**config.mk**
```make
export PLATFORM = sky130hd
export DESIGN_NAME = tpg_divsqrt
export DESIGN_NICKNAME = d
export VERILOG_FILES = /design/src/design/trapezoidal_profile_generator_defines.svh /design/src/design/tpg_pkg.sv /design/src/design/tpg_divsqrt.sv
export SDC_FILE = /design/constraint.sdc
export NUM_CORES = 1
export LEC_CHECK = 0
export BUFFER_PORTS_ARGS = -buffer_cell sky130_fd_sc_hd__buf_2
export CAP_MARGIN = 20
export CORE_ASPECT_RATIO = 1.25
export CORE_UTILIZATION = 38
export CTS_BUF_LIST = sky130_fd_sc_hd__clkbuf_4 sky130_fd_sc_hd__clkbuf_8
export DETAILED_ROUTE_END_ITERATION = 16
export SYNTH_ARGS = -nofsm -noshare
export SYNTH_HDL_FRONTEND = slang
export SYNTH_SLANG_ARGS = --single-unit
```
**constraint.sdc**
```tcl
create_clock -name clk -period 5.9 [get_ports clk]
set_input_delay 0.59 -clock clk [delete_from_list [all_inputs] [get_ports clk]]
set_output_delay 0.59 -clock clk [all_outputs]
set_load 0.005 [all_outputs]
```
**src/design/trapezoidal_profile_generator_defines.svh**
```systemverilog
// assertion macros for the trapezoidal profile generator
// used by the top level only; define ASSERT_OFF to drop all checks
`ifndef TRAPEZOIDAL_PROFILE_GENERATOR_DEFINES_SVH
`define TRAPEZOIDAL_PROFILE_GENERATOR_DEFINES_SVH

`ifndef ASSERT_OFF
// condition must hold at every clock edge out of reset
`define TPG_ASSERT(lbl, cond, msg) \
    lbl: assert property (@(posedge clk) disable iff (!rst_n) (cond)) else $error(msg);
// antecedent implies consequent in the same cycle
`define TPG_ASSERT_IMP(lbl, ante, cons, msg) \
    lbl: assert property (@(posedge clk) disable iff (!rst_n) (ante) |-> (cons)) else $error(msg);
`else
`define TPG_ASSERT(lbl, cond, msg)
`define TPG_ASSERT_IMP(lbl, ante, cons, msg)
`endif

`endif

```
**src/design/tpg_pkg.sv**
```systemverilog
// shared types, constants and saturation helpers of the profile generator
// no dependencies
package tpg_pkg;

    localparam logic [31:0] SAT32 = 32'hFFFF_FFFF;

    // register reset values
    localparam logic [31:0] START_RESET = 32'h0000_0000;
    localparam logic [31:0] END_RESET   = 32'h0001_0000;
    localparam logic [31:0] ACC_RESET   = 32'h0001_0000;
    localparam logic [31:0] SPD_RESET   = 32'h0001_0000;
    localparam logic [16:0] RATE_RESET  = 17'd1000;

    // configuration register indexes
    localparam logic [2:0] REG_START = 3'd0;
    localparam logic [2:0] REG_END   = 3'd1;
    localparam logic [2:0] REG_ACC   = 3'd2;
    localparam logic [2:0] REG_SPD   = 3'd3;
    localparam logic [2:0] REG_RATE  = 3'd4;

    // request to the shared divide / square root unit
    typedef struct packed {
        logic start;
        logic is_sqrt;
    } dsq_req_t;

    function automatic logic [31:0] sat32(input logic [63:0] x);
        return (|x[63:32]) ? SAT32 : x[31:0];
    endfunction

    function automatic logic [31:0] addsat32(input logic [31:0] a, input logic [31:0] b);
        logic [32:0] s;
        s = {1'b0, a} + {1'b0, b};
        return s[32] ? SAT32 : s[31:0];
    endfunction

endpackage

```
**src/design/tpg_divsqrt.sv**
```systemverilog
// shared iterative unit: 64/32 restoring divide or 64-bit
// integer square root, one result bit per cycle
// depends on tpg_pkg
module tpg_divsqrt
(
    input  logic             clk,
    input  logic             rst_n,
    input  tpg_pkg::dsq_req_t req,
    input  logic [63:0]      operand,
    input  logic [31:0]      divisor,
    output logic             done,
    output logic [63:0]      result
);

    logic        busy_reg, busy_next;
    logic        sqrt_reg, sqrt_next;
    logic        done_reg, done_next;
    logic [6:0]  cnt_reg, cnt_next;
    logic [63:0] acc_reg, acc_next;
    logic [35:0] rem_reg, rem_next;
    logic [31:0] root_reg, root_next;
    logic [31:0] dvs_reg, dvs_next;

    logic [35:0] sub_a, sub_b;
    logic [36:0] diff;
    logic        ge;
    logic        last_step;

    // one shared subtractor for both operations
    always_comb
    begin
        if (sqrt_reg)
        begin
            sub_a = {rem_reg[33:0], acc_reg[63:62]};
            sub_b = {2'b00, root_reg, 2'b01};
        end
        else
        begin
            sub_a = {3'b000, rem_reg[31:0], acc_reg[63]};
            sub_b = {4'b0000, dvs_reg};
        end
        diff = {1'b0, sub_a} - {1'b0, sub_b};
        ge   = !diff[36];
        last_step = sqrt_reg ? (cnt_reg == 7'd31) : (cnt_reg == 7'd63);
    end

    // sequencing of the iterations
    always_comb
    begin
        busy_next = busy_reg;
        sqrt_next = sqrt_reg;
        done_next = 1'b0;
        cnt_next  = cnt_reg;
        acc_next  = acc_reg;
        rem_next  = rem_reg;
        root_next = root_reg;
        dvs_next  = dvs_reg;
        if (req.start)
        begin
            busy_next = 1'b1;
            sqrt_next = req.is_sqrt;
            cnt_next  = 7'd0;
            acc_next  = operand;
            rem_next  = 36'd0;
            root_next = 32'd0;
            dvs_next  = divisor;
        end
        else if (busy_reg)
        begin
            if (sqrt_reg)
            begin
                rem_next  = ge ? diff[35:0] : sub_a;
                root_next = {root_reg[30:0], ge};
                acc_next  = {acc_reg[61:0], 2'b00};
            end
            else
            begin
                rem_next = {4'b0000, (ge ? diff[31:0] : sub_a[31:0])};
                acc_next = {acc_reg[62:0], ge};
            end
            cnt_next = cnt_reg + 7'd1;
            if (last_step)
            begin
                busy_next = 1'b0;
                done_next = 1'b1;
            end
        end
    end

    always_ff @(posedge clk or negedge rst_n)
    begin
        if (!rst_n)
        begin
            busy_reg <= 1'b0;
            done_reg <= 1'b0;
            sqrt_reg <= 1'b0;
            cnt_reg  <= 7'd0;
        end
        else
        begin
            busy_reg <= busy_next;
            done_reg <= done_next;
            sqrt_reg <= sqrt_next;
            cnt_reg  <= cnt_next;
        end
    end

    always_ff @(posedge clk)
    begin
        acc_reg  <= acc_next;
        rem_reg  <= rem_next;
        root_reg <= root_next;
        dvs_reg  <= dvs_next;
    end

    assign done   = done_reg;
    assign result = sqrt_reg ? {32'd0, root_reg} : acc_reg;

endmodule

```
==> flow_summary.json, run 1 <==
{
  "clock_latency_ns": 0.47,
  "grt-ovfl-total": 0,
  "yosys-top-cells-area": "edfxtp_1 (29%), dfxtp_1 (13%), mux2i_1 (7.4%), mux2_2 (6.9%), ha_1 (4.3%)",
  "grt_pass1_wl_um": 36870,
  "critPathMaxStageDelay_ns": 0.98,
  "vias": 7792,
  "critPathLaunchType": "flip-flop",
  "post_cts_buffers": 0,
  "yosys_warnings": 0,
  "syn_area_per_cell_um2": 10.02,
  "pin_count": 165,
  "layout.cells.non_filler": 1485,
  "crit_chain": "buf_12 > mux2_2 > ha_1 > a21oi_4 > o21ai_1 > or3_1 > o31a_4 > a21oi_4 > buf_4 > mux2i_1 > a211oi_1",
  "n_antenna_cell": 0,
  "clk_pin_slew_worst_paths_ns": 0.10,
  "yosysTopAreaCellShare_pct": 28.56,
  "drt-initial-drc-count": 433,
  "fp.dieH_um": 184.2,
  "design.die.area_mm2": 0.02722,
  "largest_register_ffs": 64,
  "final.fill_count": 2599,
  "critPathSlowestCell": "dfrtp_4",
  "cp.arrival_ns": 5.05,
  "cts_tree": "done",
  "min_path_type": "in2reg",
  "synth_edf_count": 96,
  "totalWireLength_um": 22660,
  "rsz0062_at_grt": "false",
  "seqCellArea_mm2": 0.004459,
  "crit_required_ns": 6.21,
  "cts_buffers": 17,
  "ys_ff_latch": 172,
  "core_area_mm2": 0.02610,
  "area_delta_synth_final_pct": 14.33,
  "crit_path_end_kind": "flip-flop",
  "grt_pass1_vias": 7496,
  "die_width_um": 147.8,
  "cts.path.max_buffers": 2,
  "period_share_pct": 80.27,
  "min_period_ns": 4.736,
  "wl_per_cell_um": 15.26,
  "maxCapViolCount": 0,
  "finalHoldViolCount": 0,
  "synthTopCellsByCount": "nand2_1 (112), edfxtp_1 (96), o21ai_0 (85), mux2i_1 (75), a21oi_1 (69)",
  "status": "completed",
  "multi_input_area_mm2": 0.005275,
  "p_per_area_mw_per_mm2": 394.9,
  "yosys.area_share.simple_pct": 11.44,
  "timing.fmax_ghz": 0.2111,
  "fin_skew_ns": 0.01600,
  "yosysUniqueCellTypes": 60,
  "finalPower_mw": 4.556,
  "grt_usage_pct": 16.85,
  "leakagePower_nw": 5.017,
  "synth_top_cell_by_area": "edfxtp_1",
  "fin_util_pct": 44.22,
  "yosys.area_share.xor_xnor_pct": 2.777,
  "synth_flop_cell": "edfxtp_1",
  "root_buffer": "clkbuf_8",
  "nets": 1268,
  "synthArstFlopShare_pct": 5.814,
  "gp_congestion": 0.8502,
  "synth_compound_area_share_pct": 19.09,
  "rows": 66,
  "drv_slew": 0,
  "port_buffers": 164,
  "cts_sinks": 172,
  "fin_hold_ws_ns": 0.2828,
  "muxShareOfSynthArea_pct": 14.36,
  "path_class": "reg2reg",
  "drive_above_1_share_pct": 25.24,
  "cp_max_fo": 64,
  "ant_nets": 0,
  "tns_ns": 0,
  "vias_per_cell": 5.247,
  "postSynthCellCount": 1007,
  "antenna_found_initial": 0,
  "synthAdderAreaFrac_pct": 4.538,
  "drtPass1Iterations": 5,
  "ir_drop_mv": 0.1804,
  "grt_max_degree": 76,
  "cp_top_family": "compound AO/OA/AOI/OAI gates",
  "max_slew_margin_pct": 40.69,
  "yosysMostFrequentCell": "nand2_1",
  "ys_seq_area_share_pct": 44.14,
  "dp_hpwl_um": 15640,
  "worst_pin_slew_ns": 0.8897,
  "path_common_cell": "a21oi_4",
  "syn-cell-area_mm2": 0.01009,
  "initial_core_util_pct": 38.67,
  "htreeDepth": 4,
  "setup_viol": 0,
  "drc": 0,
  "synth_top_family_by_area": "compound AO/OA/AOI/OAI gates",
  "syn-num-nets": 1143,
  "timing.critical_path.buf_inv": 2,
  "placed_cells": 1452
}
-- placed cells by master (no fill, tap or decap), types with 13 or more instances in the layout --
cell type  netlist  final
o21ai_1         13     13
dfxtp_1         66     66
clkbuf_8         0     17
buf_2            6    163
a21o_1          13     13
o21ai_0         85     85
nor2_1          61     60
ha_1            35     35
a211oi_1        17     17
nand2_1        112    112
a21oi_1         69     68
mux2i_1         75     75
edfxtp_1        96     96
nor2b_1         39     39
mux2_2          62     62
o211ai_1        18     18
xor2_1          22     22
a22o_1          32     32
-- through the flow --
step / area (um2) / setup WS [ns]
floorplan: 10090 / 1.573
global placement: 11130 / 1.267
detailed placement: 11130 / 1.176
CTS: 11540 / 1.173
global route: 11540 / 0.8146
finish: 11540 / 1.164
-- layout make-up --
class                      count  area share, %
clock inverter                15          1.388
inverter                      12         0.3904
tap                          340          3.687
clock buffer                  17          2.028
multi-input combinational    752          45.72
timing repair buffer         177          8.144
sequential                   172          38.65
-- timing repair --
action,4_1_cts,5_1_grt
hold buffers,1,0
endpoints found under the hold margin,10,0
resized for setup,0,0
endpoints found under the setup margin,0,0
-- cells by family (layout without fill, tap and decap cells) --
kind of cell	after synthesis	after routing
AOI/OAI and AO/OA	292	292
xor gates and xnor gates	32	32
adders and majority gates	36	36
buffers and inverters	83	221
DFF	172	172
muxes	137	137
and+or+nand+nor	255	255
-- where the power goes --
part / internal (mW) / leakage, nW / switching [mW]
Clock: 0.382 / 0.194 / 0.471
Sequential: 1.44 / 1.69 / 0.116
Combinational: 0.970 / 3.14 / 1.18
Total: 2.79 / 5.02 / 1.76
-- routing by layer --
metal  track usage (%)  vias to the layer above  wire length (um)
met4             5.526                        0               331
met1             21.86                     3637             10650
li1                  -                     3966                 -
met3             2.302                       24               658
met2             28.81                      165             11020
met5                 0                        -                 0
-- worst reg2reg max path: cells and delay by family, from the launching register on --
kind | cells | cell delay [ns]
adders and majority gates | 1 | 0.43
DFF | 1 | 0.98
and+or+nand+nor | 1 | 0.36
AOI/OAI and AO/OA | 5 | 1.41
muxes | 2 | 0.64
buffers and inverters | 2 | 0.76
-- final timing paths --
check                             start  slack (ns)           end  depth (start not counted)
min reg2reg                root_reg[31]        0.48  root_reg[31]                          1
max in group asynchronous         rst_n        5.14      sqrt_reg                          2
min in group asynchronous         rst_n        0.54      sqrt_reg                          2
max                            sqrt_reg        1.16   rem_reg[13]                         11
min                         divisor[13]        0.28   dvs_reg[13]                          1
max reg2reg                    sqrt_reg        1.16   rem_reg[13]                         11
Note: power is estimated with default switching activity, not from simulation.
==> inputs of run 2 (changes only) <==
- ABC_AREA: default -> 1
- clock period: 5.9 -> 4 ns (I/O delays scaled with it)
==> run 2 against run 1 <==
  * Synthesized cell count is 49% higher
  * Area after synthesis is 7.4% higher
  * Non-clock buffer count is 3 higher
  * Global-route usage is 5.4 points higher
  * Utilization is 0.31 points higher
==> flow_summary.json, run 2 <==
{
  "status": "completed",
  "p_per_area_mw_per_mm2": 554.4,
  "crit_chain": "buf_12 > nand2_1 > a21boi_0 > ha_1 > nand2_2 > nor2_2 > nand2_1 > nor2_1 > nand2_1 > nand3_2 > nand2_4 > nand2_4 > nand3_1 > nand3_1 > nand2_1",
  "dp_hpwl_um": 24100,
  "tns_ns": 0,
  "rsz0062_at_grt": "false",
  "place_ws_ns": 0.6419,
  "synthArstFlopShare_pct": 5.814,
  "design.die.area_mm2": 0.02919,
  "core_area_mm2": 0.02782,
  "rrSetupSlack_ns": 0.62,
  "drtPass1Iterations": 5,
  "r2r_end": "rem_reg[28]",
  "layout_common_cells": "nand2_1 (451), inv_1 (238), buf_2 (163), nand3_1 (132), edfxtp_1 (96)",
  "critPathSlowestCell": "ha_1",
  "critPathLaunchType": "flip-flop",
  "finalInstanceArea_mm2": 0.01239,
  "gp_congestion": 0.9567,
  "cp_max_fo": 100,
  "rows": 68,
  "nets": 1770,
  "clk_pin_slew_worst_paths_ns": 0.10,
  "min_period_ns": 3.383,
  "finalHoldViolCount": 0,
  "syn_area_per_cell_um2": 7.208,
  "cp_top_family": "simple AND/OR/NAND/NOR gates",
  "n_antenna_cell": 0,
  "max_slew_margin_pct": 29.42,
  "r2r_start": "sqrt_reg",
  "path_depth": 15,
  "setup_ws_ns": 0.6167,
  "setup_viol": 0,
  "area_delta_synth_final_pct": 14.34,
  "htreeDepth": 4,
  "vias_per_cell": 5.107,
  "syn-num-nets": 1639,
  "fp.dieH_um": 190.8,
  "totalWireLength_um": 31700,
  "timing.fmax_ghz": 0.2956,
  "postSynthCellCount": 1503,
  "post_cts_buffers": 0,
  "pin_count": 165,
  "syn-cell-area_mm2": 0.01083,
  "critPathMaxStageDelay_ns": 0.51,
  "antenna_found_initial": 0,
  "drc": 0,
  "cts_buffers": 17,
  "yosys-top-cells-area": "edfxtp_1 (27%), nand2_1 (16%), dfxtp_1 (12%), inv_1 (8.3%), nand3_1 (6.1%)",
  "min_path_type": "in2reg",
  "ir_drop_mv": 0.2754,
  "yosysUniqueCellTypes": 42,
  "port_buffers": 164,
  "drive_above_1_share_pct": 15.42,
  "path_class": "reg2reg",
  "cts_tree": "done",
  "grt_usage_pct": 22.26,
  "crit_required_ns": 4.37,
  "endpoint": "rem_reg[28]",
  "cts.path.max_buffers": 2,
  "die_width_um": 153.0,
  "ys_seq_area_share_pct": 41.11,
  "largest_register_ffs": 64,
  "root_buffer": "clkbuf_8",
  "yosysTopAreaCellShare_pct": 26.61,
  "mostFrequentLayoutCell": "nand2_1",
  "drt-initial-drc-count": 814,
  "grt-ovfl-total": 0,
  "ant_nets": 0,
  "cp.arrival_ns": 3.75,
  "period_share_pct": 84.58,
  "crit_path_end_kind": "flip-flop",
  "worst_pin_slew_ns": 1.059,
  "ys_ff_latch": 172,
  "vias": 10200,
  "initial_core_util_pct": 38.94,
  "grt_pass1_wl_um": 51220,
  "wl_per_cell_um": 15.87,
  "timing.critical_path.buf_inv": 1,
  "place_area_mm2": 0.01196,
  "synth_edf_count": 96,
  "grt_max_degree": 101,
  "rr_worst_depth": 15,
  "yosys_warnings": 0,
  "drv_slew": 0,
  "clock_latency_ns": 0.47,
  "synth_flop_cell": "edfxtp_1",
  "synthTopCellsByCount": "nand2_1 (452), inv_1 (239), nand3_1 (132), edfxtp_1 (96), nor2_1 (89)",
  "fin_skew_ns": 0.01298,
  "cts_sinks": 172,
  "leakagePower_nw": 6.269,
  "synth_top_cell_by_area": "edfxtp_1",
  "path_common_cell": "nand2_1",
  "yosysMostFrequentCell": "nand2_1",
  "worstSetupStartpoint": "sqrt_reg",
  "grt_pass1_vias": 9997,
  "maxCapViolCount": 0
}
==> run 2: repair_timing <==
action | CTS | global route
hold buffers | 1 | 0
endpoints found under the hold margin | 10 | 0
gates resized for setup | 0 | 0
==> run 2: layout make-up <==
type | count | area (um2)
clock inverter | 13 | 165.2
clock buffer | 19 | 249.0
fill | 2869 | 15430
inverter | 251 | 942.2
multi-input combinational | 1012 | 5152
timing repair buffer | 180 | 983.4
tap | 350 | 437.9
sequential | 172 | 4458
==> run 2: layer usage <==
metal	up-vias	track usage (%)	wire (um)	share of wire, %
met2	272	37.67	15090	48
met4	0	8.353	746	2.4
li1	5159	-	-	-
met3	43	3.773	1612	5.1
met1	4725	28.35	14250	45
met5	-	0	0	0
==> run 2: worst min path at each step <==
stage | from | end | cells past startpoint
6_report | divisor[30] | dvs_reg[30] | 1
4_1_cts | divisor[30] | dvs_reg[30] | 1
2_1_floorplan | rst_n | busy_reg | 0
3_5_place_dp | rst_n | sqrt_reg | 1
5_1_grt | divisor[8] | dvs_reg[8] | 1
3_3_place_gp | rst_n | sqrt_reg | 1
==> run 2: through the flow <==
stage	instances	utilization [%]	hold WS, ns	total power, mW
2_1_floorplan	1503	-	0.1044	4.690
3_3_place_gp	1964	43.00	0.2867	5.558
3_5_place_dp	1964	43.00	0.2869	5.562
4_1_cts	1997	44.53	0.06676	6.880
5_1_grt	1997	44.53	0.06931	7.439
6_report	1997	44.53	0.09503	6.868
==> run 2: cell families (layout without fill, tap and decap cells) <==
logic type / count (synthesis) / count (layout) / share of synthesized area [%]
flip-flops: 172 / 172 / 41.11
AO/OA/AOI/OAI: 236 / 236 / 14.15
adder cells (fa/ha/maj): 36 / 36 / 4.227
buffers and inverters: 319 / 463 / 11.40
AND/OR/NAND/NOR: 725 / 725 / 27.90
XOR/XNOR: 15 / 15 / 1.213
==> run 2: power by group <==
group          internal [mW]  switching (mW)
registers               2.14           0.122
logic                   1.14            2.15
clock network          0.638           0.671
total                   3.92            2.95
==> run 2: worst reg2reg max path, stage by stage (launching register included) <==
cell,delay [ns]
dfrtp_4,0.47
buf_12,0.32
nand2_1,0.25
a21boi_0,0.16
ha_1,0.51
nand2_2,0.16
nor2_2,0.15
nand2_1,0.09
nor2_1,0.12
nand2_1,0.09
nand3_2,0.11
nand2_4,0.14
nand2_4,0.39
nand3_1,0.17
nand3_1,0.10
nand2_1,0.05
==> inputs of run 3 (changes only) <==
- clock period: 4 -> 3 ns (I/O delays scaled with it)
==> run 3 against run 2 <==
  * Clock-buffer cell count rose by 4
  * Non-clock buffer count rose by 115
  * Cell count rose by 5.8%
  * Maximum frequency rose by 14%
  * Final area rose by 13%
  * Hold slack got worse by 0.067 ns
  * Die area did not move
  * Utilization rose by 5.8 points
  * Critical path type unchanged
==> flow_summary.json, run 3 (synthesis gave the netlist of run 2 again) <==
{
  "totalWireLength_um": 33330,
  "clk_pin_slew_worst_paths_ns": 0.09,
  "wl_per_cell_um": 15.78,
  "cts_sinks": 172,
  "grt_pass1_wl_um": 51740,
  "cts_buffers": 17,
  "max_slew_margin_pct": 38.40,
  "layout.cells.non_filler": 2112,
  "initial_core_util_pct": 38.94,
  "crit_required_ns": 3.39,
  "grt-ovfl-total": 0,
  "critPathSlowestCell": "dfrtp_4",
  "root_buffer": "clkbuf_8",
  "area_delta_synth_final_pct": 29.28,
  "drt-met1-wl_um": 14360,
  "tns_ns": 0,
  "antenna_found_initial": 1,
  "drt-initial-drc-count": 902,
  "cp_top_family": "buffers and inverters",
  "cp_max_fo": 8,
  "fin_hold_ws_ns": 0.02757,
  "cts.path.max_buffers": 2,
  "setup_viol": 0,
  "ant_nets": 0,
  "grt_max_degree": 68,
  "cp.arrival_ns": 3.36,
  "drtPass1Iterations": 5,
  "placed_cells": 2040,
  "drive_above_1_share_pct": 24.23,
  "drv_slew": 0,
  "worst_pin_slew_ns": 0.9218,
  "min_period_ns": 2.963,
  "critPathLaunchType": "flip-flop",
  "place_ws_ns": -0.04038,
  "setup_ws_ns": 0.03676,
  "period_share_pct": 98.77,
  "die_width_um": 153.0,
  "core_area_mm2": 0.02782,
  "crit_chain": "buf_6 > buf_4 > clkbuf_16 > o21ai_4 > inv_1 > ha_1 > nand2_2 > inv_2 > a21oi_4 > o21ai_2 > a21oi_4 > buf_12 > nand2_8 > buf_6 > nand2_1 > nand3_1 > o21ai_1",
  "grt_pass1_vias": 10400,
  "timing.critical_path.buf_inv": 7,
  "p_per_area_mw_per_mm2": 754.3,
  "n_antenna_cell": 0,
  "ir_drop_mv": 0.3412,
  "port_buffers": 164,
  "final.fill_count": 2717,
  "fp.dieH_um": 190.8,
  "vias_per_cell": 5.102,
  "htreeDepth": 4,
  "dp_hpwl_um": 24300,
  "nets": 1885,
  "rows": 68,
  "maxCapViolCount": 0,
  "largest_register_ffs": 64,
  "top_layer": "met5",
  "dr_wl_met2_um": 16780,
  "layout_common_cells": "nand2_1 (440), inv_1 (234), buf_2 (163), nand3_1 (127), edfxtp_1 (96)",
  "status": "completed",
  "rsz0062_at_grt": "true",
  "cts_tree": "done",
  "drc": 0,
  "vias": 10780,
  "min_path_type": "in2reg",
  "mostFrequentLayoutCell": "nand2_1",
  "path_class": "reg2reg",
  "finalPower_mw": 10.56,
  "grt_usage_pct": 22.18,
  "critPathMaxStageDelay_ns": 0.58,
  "pin_count": 165,
  "leakagePower_nw": 6.954,
  "wl_met3_um": 1745,
  "finalHoldViolCount": 0,
  "clock_latency_ns": 0.47,
  "crit_path_end_kind": "flip-flop",
  "fin_skew_ns": 0.01659,
  "timing.fmax_ghz": 0.3375,
  "gp_congestion": 0.9242,
  "design.die.area_mm2": 0.02919
}
[run 3: cell type report]
class	instances	area [um2]	area share, %
multi-input cells	1012	5644	40.30
well taps	350	437.9	3.127
repair buffers	295	2118	15.12
clock buffers	23	291.5	2.081
clock inverters	9	111.4	0.7951
flip-flops and latches	172	4458	31.83
inverters	251	944.7	6.745
[run 3: through the flow]
step	cell area, um2	utilization, %
6_report	14010	50.34
5_1_grt	14010	50.34
4_1_cts	13260	47.65
3_5_place_dp	12590	45.25
3_3_place_gp	12590	45.25
2_1_floorplan	10840	-
[run 3: path summary, 6_finish.rpt]
| check | slack, ns | cells after the start | endpoint | startpoint |
|---|---|---|---|---|
| max in group asynchronous | 2.50 | 2 | sqrt_reg | rst_n |
| worst min-delay path | 0.03 | 1 | dvs_reg[25] | divisor[25] |
| worst max-delay path | 0.04 | 17 | rem_reg[4] | sqrt_reg |
| worst min register to register | 0.46 | 2 | rem_reg[32] | rem_reg[32] |
| worst max register to register | 0.04 | 17 | rem_reg[4] | sqrt_reg |
| min in group asynchronous | 0.28 | 2 | sqrt_reg | rst_n |
[run 3: power by group]
part	leakage (nW)	switching, mW	internal, mW
clock network	0.209	0.854	0.825
registers	1.69	0.201	2.86
logic	5.05	3.34	2.49
[run 3: metal layers]
layer  track usage, %  vias up
met5                0        -
met4            5.828        2
met3            3.909       33
met2            39.69      288
met1            27.31     5048
li1                 -     5404
[run 3: what timing repair did]
item / 4_1_cts / 5_1_grt
setup buffers: 0 / 6
endpoints found under the setup margin: 29 / 35
gates resized for setup: 3 / 170
pin swaps: 0 / 10
gates cloned: 0 / 6
hold endpoints to repair: 35 / 2
hold buffers: 26 / 2
